--- config.mk ---
export PLATFORM = sky130hd
export DESIGN_NAME = msmu_front
export DESIGN_NICKNAME = d
export VERILOG_FILES = /design/src/hw/rtl/assert_macros.svh /design/src/hw/rtl/msmu_pkg.sv /design/src/hw/rtl/msmu_front.sv
export SDC_FILE = /design/constraint.sdc
export NUM_CORES = 1
export LEC_CHECK = 0
export BUFFER_PORTS_ARGS = -buffer_cell sky130_fd_sc_hd__buf_2
export CAP_MARGIN = 0
export CORE_UTILIZATION = 30
export DETAILED_ROUTE_END_ITERATION = 6
export GPL_TIMING_DRIVEN = 0
export PLACE_DENSITY = 0.55
export SETUP_SLACK_MARGIN = 0.2
export SKIP_LAST_GASP = 1
export SLEW_MARGIN = 10
export SYNTH_ARGS = -nofsm -noshare
export SYNTH_HDL_FRONTEND = slang
export SYNTH_SLANG_ARGS = --single-unit
--- constraint.sdc ---
create_clock -name i_clk -period 4.9 [get_ports i_clk]
set_clock_uncertainty 0.1 [all_clocks]
set_input_delay 0.49 -clock i_clk [delete_from_list [all_inputs] [get_ports i_clk]]
set_output_delay 0.49 -clock i_clk [all_outputs]
set_load 0.01 [all_outputs]
--- src/hw/rtl/assert_macros.svh ---
// Assertion macros shared by the RTL.
// Define ASSERT_OFF to compile every check away.
`ifndef ASSERT_MACROS_SVH
`define ASSERT_MACROS_SVH
`ifndef ASSERT_OFF
`define ASSERT_CLK(lbl, clk, rstn, prop) \
    lbl: assert property (@(posedge clk) disable iff (!rstn) prop) \
        else $error("assertion failed");
`define ASSERT_NEVER(lbl, clk, rstn, cond) \
    lbl: assert property (@(posedge clk) disable iff (!rstn) !(cond)) \
        else $error("forbidden condition seen");
`else
`define ASSERT_CLK(lbl, clk, rstn, prop)
`define ASSERT_NEVER(lbl, clk, rstn, cond)
`endif
`endif

--- src/hw/rtl/msmu_pkg.sv ---
// Shared types, widths and the exponential table of the spin update block.
// No dependencies.
`timescale 1ns / 1ps
package msmu_pkg;
    localparam int EXP_TABLE_ENTRIES = 256;
    localparam int EXP_IDX_W   = $clog2(EXP_TABLE_ENTRIES);
    localparam int NUM_COEFFS  = 6;
    localparam int COEFF_W     = 32;
    localparam int MOM_W       = 16;
    localparam int DRAW_W      = 16;
    localparam int MAG_W       = 17;
    localparam int ACC_W       = 48;
    localparam int ACC_HALF    = 24;
    localparam int FRAC_W      = 12;
    localparam int CFG_IDX_W   = 3;
    localparam int QUEUE_DEPTH = 2;
    localparam int QPTR_W      = $clog2(QUEUE_DEPTH);
    localparam int QCNT_W      = $clog2(QUEUE_DEPTH + 1);
    localparam int STEP_W      = 3;
    localparam logic [CFG_IDX_W-1:0] REG_BETA = 3'd6;
    localparam logic OP_SET = 1'b1;

    typedef logic [15:0] t_exp_tab [EXP_TABLE_ENTRIES];

    typedef struct packed {
        logic                    op;
        logic signed [MOM_W-1:0] trial;
        logic [MAG_W-1:0]        mag;
        logic [DRAW_W-1:0]       draw;
    } t_item;

    typedef struct packed {
        logic [NUM_COEFFS-1:0][COEFF_W-1:0] coeff;
        logic [31:0]                        beta;
    } t_cfg;

    function automatic t_exp_tab exp_table_fill();
        t_exp_tab          tab;
        logic [63:0]       y;
        logic [63:0]       term;
        logic [63:0]       f;
        logic [63:0]       v;
        logic [63:0]       e;
        logic signed [63:0] sum;
        y    = (64'd16 << 30) / EXP_TABLE_ENTRIES;
        term = 64'd1 << 30;
        sum  = 64'sd1 <<< 30;
        for (int k = 1; k <= 16; k++) begin
            term = ((term * y) >> 30) / 64'(k);
            if (k % 2 == 1) sum = sum - $signed(term);
            else sum = sum + $signed(term);
        end
        f = (sum > 0) ? $unsigned(sum) : 64'd0;
        v = 64'd1 << 30;
        for (int k = 0; k < EXP_TABLE_ENTRIES; k++) begin
            if (k > 0) v = (v * f + (64'd1 << 29)) >> 30;
            e = (v + (64'd1 << 13)) >> 14;
            tab[k] = (e > 64'd65535) ? 16'hFFFF : e[15:0];
        end
        return tab;
    endfunction

    localparam t_exp_tab EXP_TABLE = exp_table_fill();
endpackage

--- src/hw/rtl/msmu_front.sv ---
// Front end: takes items, derives the absolute moment, holds them in a
// short queue for the back end. Depends on msmu_pkg.
`timescale 1ns / 1ps
module msmu_front import msmu_pkg::*; (
    input  logic                    i_clk,
    input  logic                    i_rst_n,
    input  logic                    i_in_valid,
    output logic                    o_in_ready,
    input  logic                    i_operation,
    input  logic signed [MOM_W-1:0] i_trial_moment,
    input  logic [DRAW_W-1:0]       i_uniform_draw,
    output logic                    o_item_valid,
    output t_item                   o_item,
    input  logic                    i_pop
);
    t_item               r_mem [QUEUE_DEPTH];
    logic [QPTR_W-1:0]   r_wr_ptr;
    logic [QPTR_W-1:0]   r_rd_ptr;
    logic [QCNT_W-1:0]   r_count;
    t_item               w_item;
    logic                w_push;
    logic signed [MAG_W-1:0] w_ext;

    assign o_in_ready   = (r_count != QCNT_W'(QUEUE_DEPTH));
    assign w_push       = i_in_valid && o_in_ready;
    assign o_item_valid = (r_count != '0);
    assign o_item       = r_mem[r_rd_ptr];
    assign w_ext        = MAG_W'(i_trial_moment);

    always_comb begin
        w_item.op    = i_operation;
        w_item.trial = i_trial_moment;
        w_item.mag   = w_ext[MAG_W-1] ? $unsigned(-w_ext) : $unsigned(w_ext);
        w_item.draw  = i_uniform_draw;
    end

    always_ff @(posedge i_clk) begin
        if (w_push) r_mem[r_wr_ptr] <= w_item;
        if (!i_rst_n) begin
            r_wr_ptr <= '0;
            r_rd_ptr <= '0;
            r_count  <= '0;
        end else begin
            if (w_push) r_wr_ptr <= QPTR_W'((32'(r_wr_ptr) + 1) % QUEUE_DEPTH);
            if (i_pop)  r_rd_ptr <= QPTR_W'((32'(r_rd_ptr) + 1) % QUEUE_DEPTH);
            r_count <= r_count + QCNT_W'(w_push) - QCNT_W'(i_pop);
        end
    end
endmodule

# ---- Yosys cells after proc, flatten, opt, wreduce, memory -nomap -nowiden
# Memory sizes are Yosys's and may differ from the RTL's. A register that Yosys moved wholly into a read port is not among the register bits.
# Index checks and enable logic that the tools add are counted.
dict set report totals {
  regBits 4
  ram_bits 100
  in_bits 37
  out_inout_bits 52
  word_cells 17
  mem_count 1
}
dict set report op_classes {
  add_sub_neg 5
  n_eq_ne 1
  n_mux 5
  n_reduce_logical 2
}
# name depth word_bits rd rd_clocked_by_memory_dff wr line_no
set mem_list {}
lappend mem_list {r_mem 2 50 1 1 1 msmu_front.sv:16} ;# t_item r_mem [QUEUE_DEPTH];
# cell count
set ops {}
lappend ops {{17-bit 2-to-1 mux} 1}
lappend ops {{16-bit negator with 17-bit output} 1}
lappend ops {{1-bit 2-to-1 mux} 4}
lappend ops {{1-bit adder (second input constant)} 2}
lappend ops {{2-bit by 1-bit adder with 2-bit output} 1}
lappend ops {{2-bit inequality test (second input constant)} 1}
lappend ops {{2-bit nonzero test} 1}
lappend ops {{2-bit by 1-bit subtractor with 2-bit output} 1}
lappend ops {{1-bit logical AND} 1}

# ---- Logic depth before layout (Yosys ltp)
# Gate-level depths: netlist (run 1).
dict set report logic_depth {
  depth_word 4
  ltp_mapped 6
  mapped_depth_nobuf 6
}

# ---- Worst setup path after synthesis (run 1)
# Ideal clock, no wire load.
dict set report synth_timing {
  path_kind {flip-flop to flip-flop}
  startpoint {register r_count[0]}
  endpoint {memory r_mem[1][0] (netlist name) (enable)}
  arrival_ns 1.816
  required_time_ns 4.388
  slack_ns 2.573
  path_stages_with_launch 3
  path_buffers 0
  synth_period_minus_slack_ns 2.327
  path_cell_list {dfxtp_1 nand2b_1 and3_1}
}
dict set report synth_between {
  elab_chain_len 4
}
# element line_no
set synth_rtl {}
lappend synth_rtl {{start: declaration} msmu_front.sv:19} ;# logic [QCNT_W-1:0] r_count;
lappend synth_rtl {{start signal: assignment} msmu_front.sv:46} ;# r_count <= r_count + QCNT_W'(w_push) - QCNT_W'(i_pop);
lappend synth_rtl {{2-bit inequality test} msmu_front.sv:24} ;# assign o_in_ready = (r_count != QCNT_W'(QUEUE_DEPTH));
lappend synth_rtl {{net o_in_ready} msmu_front.sv:8} ;# output logic o_in_ready,
lappend synth_rtl {{1-bit logical AND} msmu_front.sv:25} ;# assign w_push = i_in_valid && o_in_ready;
lappend synth_rtl {{1-bit 2-to-1 mux} msmu_front.sv:38} ;# if (w_push) r_mem[r_wr_ptr] <= w_item;
lappend synth_rtl {{1-bit 2-to-1 mux (implied by the code)} msmu_front.sv:38}
lappend synth_rtl {{end: declaration} msmu_front.sv:16}
# The timed path passes the listed nets, and every way through them passes these cells.

==> results.toml, run 1 <==
[critical_path]
worstSetupEndpointType = "output port"
crit_path_start_kind = "flop"
cp.arrival_ns = 2.15
crit_type = "flop to output port"
r2r_start = "r_count[0]"
critical_path_peak_fanout = 10
critPathRequiredTime_ns = 4.31

[place]
place_congestion = 0.672
pre_cts_slack_ns = 2.46
place_area_sq_um = 4840
dp_cells = 490
hpwl_microns = 5130
port_buffers = 88

[clock_tree]
cts_sinks = 103
cts.reportedPaths.clkPinSlew_ns = 0.07
clock_latency_ns = 0.34
clock_path_buffers = 2
h-tree-depth = 3
root_buffer = "clkbuf_16"
hold_buffers = 0
ctsResizeCount = 0
cts_setup_buffers = 0
cts_tree = "done"
cts_buffers = 9

[die]
die-height_microns = 119
ios = 89
initial_core_util_pct = 31.0
die-area_sq_um = 14300
core_sq_um = 13300
rows = 42
die_x_microns = 119

[layout]
mostFrequentLayoutCell = "edfxtp_1"
area_delta_synth_final_pct = 25.2
drive_gt1_share_pct = 51.5
fin_cells = 506
fill_cells = 1238
final_util_pct = 38.8
final_cell_mix = "edfxtp_1 (98), buf_2 (90), mux2_2 (49)"
layout.nets = 364
diodes = 0
fin_area_sq_um = 5180

[route]
firstDrtPassIters = 4
drc = 0
dr.max_layer_used = "met4"
wirelength_met1_microns = 3430
drtAntennaViolNets = 0
drt-initial-drc-count = 92
via_per_inst = 4.35
routed_wl_microns = 7780
num_vias = 2201
post_drt_wl_per_cell_microns = 15.4
dr_wl_met2_microns = 3830
met3WireLength_microns = 414

[sta]
rsz0062_at_grt = "no"
fmax_mhz = 365
whs_ns = 0.228
worst_slack_ns = 2.16
maxSlewViolCount = 0
worst_slew_pin_slew_ns = 0.727
finalHoldViolCount = 0
finalSetupViolations = 0
slew_headroom_pct = 51.5
setup_tns_ns = 0
period_share_pct = 55.9
period_minus_slack_ns = 2.74

[yosys]
synth_sequential_area_ratio_pct = 73.5
ys_ff_latch = 103
synth_edf_count = 98
yosysTopAreaCell = "edfxtp_1"
yosysUniqueCellTypes = 33
synth_compound_area_share_pct = 3.87
synth_async_sr_flop_share_pct = 0
synth_fa_ha_area_share_pct = 0.605
synth_top_family_by_area = "multiplexers"
postSynthAreaPerCell_sq_um = 18.6
netlist_area_sq_um = 4140
muxShareOfSynthArea_pct = 13.6
synth_top_area_share_pct = 71.1
synth_area_leaders = "edfxtp_1 (71%), mux2_2 (13%), xnor2_1 (3.0%), dfxtp_1 (2.4%), o41ai_2 (1.6%)"
synthCells = 223
yosys.area_share.simple_pct = 3.75
yosys_warnings = 0
synth-xor-area-share_pct = 3.17
synth_top_flop_cell = "edfxtp_1"

[pwr]
p_total_mw = 2.17
ir_worst_vdd_mv = 0.214
p_leak_nw = 1.87
p_per_area_nw_per_um2 = 419

[global_routing]
grt_max_degree = 34
grt_pass1_wl_microns = 12200
grt_usage_pct = 11.8
antenna_found_initial = 0
grt_pass1_vias = 2278
grt-ovfl-total = 0

[min_path]
worst_hold_path_type = "primary input to flop"
hold_start = "i_uniform_draw[11]"

[flow_run]
cap_violations = 0

[outcome]
outcome = "finished, final reports clean"
-- worst max-delay path, stage by stage (launching register included) --
cell and delay, ns:
dfxtp_1 0.37, buf_2 0.28, buf_1 0.59, mux2_2 0.41
buf_2 0.14
-- metal layers --
layer	GRT usage (%)	vias up
met3	4.60	11
met4	3.98	0
met5	0	-
li1	-	1061
met2	19.3	59
met1	14.0	1070
-- synthesized netlist by cell type, drive strengths merged (2+ instances only) --
cell type	number
inv	4
edfxtp	98
a21bo	2
nand2b	3
or4b	2
clkbuf	3
or2	3
buf	7
o31ai	3
o41ai	6
or4	2
and2	3
mux2	49
xnor2	14
ha	2
o21ai	4
dfxtp	5
nand2	3
-- worst paths after layout --
path	slack [ns]	cells after the start	end
max	2.16	4	o_item[44]
min	0.23	1	r_mem[0][11]
max reg2reg	3.01	3	r_mem[1][11]
min reg2reg	0.48	2	r_rd_ptr
-- where the power goes --
part           internal [mW]  switching, mW
Clock                  0.500          0.300
Sequential              1.05         0.0174
Combinational          0.136          0.166
-- cells by family (layout without fill, tap and decap cells) --
family          Yosys count  after routing
flops                   103            103
mux                      50             50
simple gates             21             21
compound gates           17             17
xor+xnor                 15             15
buf+inv                  14            120
fa+ha+maj                 2              2
other cells               1              2
-- final cells by class --
type	count	area, sq um	share of cell area (%)
buffer	10	43.8	0.845
inverter	4	15.0	0.290
sequential	103	3040	58.7
clock buffer	11	233	4.49
multi-input combinational	107	1040	20.1
clock inverter	5	106	2.05
timing repair buffer	90	480	9.27
tap	176	220	4.25
-- sequential cells by signal, indices dropped and copies added (netlist names), named ones only --
| signal | count |
|---|---|
| r_count | 2 |
| r_mem | 98 |
| r_rd_ptr | 1 |
| r_wr_ptr | 1 |
(Power assumes the default switching activity.)
==> run 2: changes to the inputs <==
- PLACE_DENSITY: 0.55 -> 0.57
- clock period: 4.9 -> 2.42 ns (I/O delays scaled with it)
==> results.toml, run 2 (synthesis results as in run 1) <==
[outcome]
outcome = "finished, final reports clean"

[global_routing]
grt-ovfl-total = 0
grt_max_degree = 29
met3_usage_pct = 4.98
grt_usage_pct = 11.6
antenna_found_initial = 0
met1_usage_pct = 12.9
grt_pass1_vias = 2331
grt_pass1_wl_microns = 12100
grt.busiest_layer = "met2"
use_met2_pct = 19.9

[pwr]
p_total_mw = 4.42
swShare_pct = 22.1
p_per_area_nw_per_um2 = 824
pwr-share-comb_pct = 14.3
pwr-share-clk_pct = 36.5
switchingPower_mw = 0.974
ir_worst_vdd_mv = 0.474
p_leak_nw = 1.96
power.internal_mw = 3.44
p_seq_share_pct = 49.2

[clock_tree]
cts_sinks = 103
cts_setup_buffers = 0
root_buffer = "clkbuf_16"
clock_path_buffers = 2
clock_latency_ns = 0.34
cts.reportedPaths.clkPinSlew_ns = 0.07
cts_buffers = 9
h-tree-depth = 3
cts_tree = "done"

[place]
port_buffers = 88
place_congestion = 0.661
dp_cells = 490
hpwl_microns = 5140
pre_cts_slack_ns = 0.199

[sta]
period_share_pct = 85.4
slew_headroom_pct = 59.9
worst_slack_ns = 0.353
maxSlewViolCount = 0
period_minus_slack_ns = 2.07
finalSetupViolations = 0
whs_ns = 0.0259
worst_slew_pin_slew_ns = 0.601
fmax_mhz = 484
finalHoldViolCount = 0
rsz0062_at_grt = "no"

[min_path]
worst_hold_path_type = "primary input to flop"

[route]
num_vias = 2299
drt-initial-drc-count = 96
routed_wl_microns = 7730
drtAntennaViolNets = 0
drc = 0
firstDrtPassIters = 4
via_per_inst = 4.40
post_drt_wl_per_cell_microns = 14.8

[layout]
area_delta_synth_final_pct = 29.6
fin_cells = 523
layout.nets = 381
final_util_pct = 40.2
top_register = "r_mem"
drive_gt1_share_pct = 50.4
mostFrequentLayoutCell = "edfxtp_1"
diodes = 0
top_regs = "r_mem: 98 flops, r_count: 2 flops"
largest_register_ffs = 98
final_cell_mix = "edfxtp_1 (98), buf_2 (90), mux2_2 (49)"

[die]
ios = 89
initial_core_util_pct = 31.0
die-height_microns = 119
core_sq_um = 13300
die_x_microns = 119
die-area_sq_um = 14300
rows = 42

[flow_run]
cap_violations = 0

[critical_path]
critical_path_peak_fanout = 10
critPathRequiredTime_ns = 2.08
crit_path_start_kind = "flop"
cp.arrival_ns = 1.72
crit_type = "flop to output port"
worstSetupEndpointType = "output port"
## run 2: cell count changes in the layout (fill, tap and decap cells not counted), sizes merged
cell | before | now
dlygate4sd3 | 0 | 17
buf | 97 | 95
clkinv | 1 | 3
clkinvlp | 1 | 0
clkbuf | 14 | 15
## run 2: final timing paths
| path | startpoint | to | slack (ns) | cells past startpoint |
|---|---|---|---|---|
| max reg2reg | r_count[0] | r_mem[1][9] | 0.53 | 3 |
| max | flop | o_item[42] | 0.35 | 4 |
| min reg2reg | r_rd_ptr | r_rd_ptr | 0.49 | 2 |
| min | i_trial_moment[1] | r_mem[0][34] | 0.03 | 1 |
## run 2: timing repair
action / CTS / global route
endpoints found under the setup margin: 17 / 30
hold endpoints to repair: 34 / 0
resized for setup: 3 / 4
hold buffers: 17 / 0
## run 2: power by group through the flow
| stage | logic (mW) | clock network, mW | registers [mW] |
|---|---|---|---|
| after floorplan | 0.364 | 0 | 2.20 |
| after global placement | 0.604 | 0 | 2.21 |
| after detailed placement | 0.626 | 0 | 2.21 |
| after CTS | 0.652 | 1.67 | 2.17 |
| after global routing | 0.695 | 1.72 | 2.19 |
| final | 0.633 | 1.61 | 2.17 |
## run 2: worst max-delay path, cell delays in order, from the launching register on
cell and delay (ns):
dfxtp_1 0.38, clkbuf_4 0.25, buf_4 0.26, mux2_2 0.35
buf_2 0.14
## run 2: final cells by class
| class | count | area [sq um] |
|---|---|---|
| Fill cell | 1256 | 7990 |
| Sequential cell | 103 | 3040 |
| Multi-Input combinational cell | 107 | 1040 |
| Timing Repair Buffer | 107 | 651 |
| Clock buffer | 10 | 229 |
| Tap cell | 176 | 220 |
| Clock inverter | 6 | 109 |
| Buffer | 10 | 53.8 |
| Inverter | 4 | 15.0 |
## run 2: metal layers
layer,part of all wire (%),vias to the layer above
li1,-,1096
met1,42,1139
met2,51,55
met3,5.7,9
met4,1.2,0
met5,0,-
## run 2: stage by stage
step | instance area (sq um) | setup TNS, ns
after floorplan | 4140 | 0
after global placement | 4800 | -18.46
after detailed placement | 4840 | 0
after CTS | 5360 | 0
after global routing | 5360 | 0
final | 5360 | 0
==> run 3: changes to the inputs <==
- CTS_BUF_LIST: default -> sky130_fd_sc_hd__clkbuf_2
==> results.toml, run 3 (synthesis results as in run 1) <==
[clock_tree]
cts_sinks = 103
cts_buffers = 9
clock_latency_ns = 0.54
h-tree-depth = 3
cts.reportedPaths.clkPinSlew_ns = 0.25
clock_path_buffers = 2
cts_tree = "done"
root_buffer = "clkbuf_2"

[critical_path]
cp_slowest_cell = "dfxtp_4"
critical_path_peak_fanout = 10
crit_type = "flop to output port"
crit_family = "flip-flops"
crit_path_start_kind = "flop"
rr_endpoint = "r_mem[1][14]"
rr_worst_depth = 3
rrSetupSlack_ns = 0.50
r2r_start = "r_count[0]"
critPathRequiredTime_ns = 2.08
cpPeakStageDelay_ns = 0.45
crit_path_cell_trace = "buf_4 > mux2_2 > buf_2"
path_buf_inv = 2
worstSetupEndpointType = "output port"
cp.arrival_ns = 1.72

[route]
routed_wl_microns = 8090
drtAntennaViolNets = 0
post_drt_wl_per_cell_microns = 14.7
firstDrtPassIters = 4
num_vias = 2397
drc = 0
via_per_inst = 4.35
drt-initial-drc-count = 86

[layout]
final_cell_mix = "edfxtp_1 (98), buf_2 (83), mux2_2 (44)"
fin_area_sq_um = 5580
diodes = 0
drive_gt1_share_pct = 49.3
top_regs = "r_mem: 98 flops, r_count: 2 flops"
area_delta_synth_final_pct = 34.8
layout.nets = 409
fin_cells = 551
top_register = "r_mem"
largest_register_ffs = 98
mostFrequentLayoutCell = "edfxtp_1"

[sta]
period_minus_slack_ns = 2.06
finalSetupViolations = 0
worst_slew_pin_slew_ns = 0.607
finalHoldViolCount = 0
maxSlewViolCount = 0
slew_headroom_pct = 59.5
fmax_mhz = 485
rsz0062_at_grt = "yes"
worst_slack_ns = 0.360
period_share_pct = 85.1

[place]
port_buffers = 88
place_area_sq_um = 4840
hpwl_microns = 5140
dp_cells = 490
pre_cts_slack_ns = 0.199
place_congestion = 0.661

[die]
rows = 42
die-area_sq_um = 14300
die-height_microns = 119
die_x_microns = 119
core_sq_um = 13300
ios = 89
initial_core_util_pct = 31.0

[pwr]
p_per_area_nw_per_um2 = 697
ir_worst_vdd_mv = 0.359
p_leak_nw = 2.07

[global_routing]
grt_usage_pct = 11.9
grt-ovfl-total = 0
grt_pass1_wl_microns = 12400
antenna_found_initial = 0
grt_pass1_vias = 2434
grt_max_degree = 29

[min_path]
worstHoldPathCells = 2
hold_start = "i_uniform_draw[12]"
worst_hold_path_type = "primary input to flop"
whs_endpoint = "r_mem[1][12]"

[flow_run]
cap_violations = 0

[outcome]
outcome = "finished, final reports clean"
-- run 3: cell count changes in the layout (fill, tap and decap cells not counted) --
cell | before | now
dlygate4sd3_1 | 17 | 37
clkbuf_16 | 9 | 1
clkbuf_2 | 2 | 10
buf_2 | 90 | 83
buf_4 | 2 | 9
buf_6 | 0 | 6
mux2_2 | 49 | 44
mux2_4 | 0 | 5
buf_12 | 2 | 6
clkbuf_1 | 3 | 2
clkbuf_4 | 1 | 0
dfxtp_1 | 5 | 4
dfxtp_4 | 0 | 1
-- run 3: metal layers --
layer	wire length [microns]	global-route usage [%]	part of all wire (%)	vias to the layer above
met5	0	0	0	-
met4	68	3.75	0.84	0
li1	-	-	-	1150
met2	4200	20.7	52	54
met3	433	4.60	5.4	5
met1	3380	13.2	42	1188
-- run 3: what timing repair did --
action | in CTS | in global routing
hold endpoints to repair | 99 | 0
gates resized for setup | 15 | 18
setup endpoints to repair | 50 | 27
setup buffers | 0 | 7
hold buffers | 37 | 0
gates cloned | 0 | 1
-- run 3: how the worst max path moves through the flow --
stage | end | cells past startpoint
global placement | r_mem[0][41] | 3
CTS | o_item[39] | 4
floorplan | r_mem[0][0] | 3
detailed placement | o_item[39] | 4
global route | o_item[33] | 4
finish | o_item[19] | 3
-- run 3: report_power, final --
group          internal (mW)  switching (mW)
Sequential              2.13          0.0372
Clock                  0.448           0.533
Combinational          0.382           0.356
-- run 3: layout make-up --
class / count / area (sq um)
multi-input cells: 107 / 1060
plain buffers: 10 / 98.8
flip-flops and latches: 103 / 3050
inverters: 4 / 15.0
fillers: 1243 / 7770
well taps: 176 / 220
clock inverters: 6 / 109
repair buffers: 135 / 978
clock buffers: 10 / 50.0
-- run 3: through the flow --
stage	utilization [%]	TNS (ns)	hold slack, ns	total power [mW]
after floorplan	-	0	0.241	2.57
after global placement	36.0	-18.46	0.331	2.82
after global routing	41.8	0	0.202	4.08
after CTS	40.6	0	0.192	3.90
after detailed placement	36.3	0	0.334	2.84
final	41.8	0	0.294	3.89
-- run 3: worst register-to-register path, stage by stage (launching register included) --
cell and delay [ns]:
dfxtp_1 0.43, nand2b_1 0.20, and3_2 0.61, buf_12 0.28
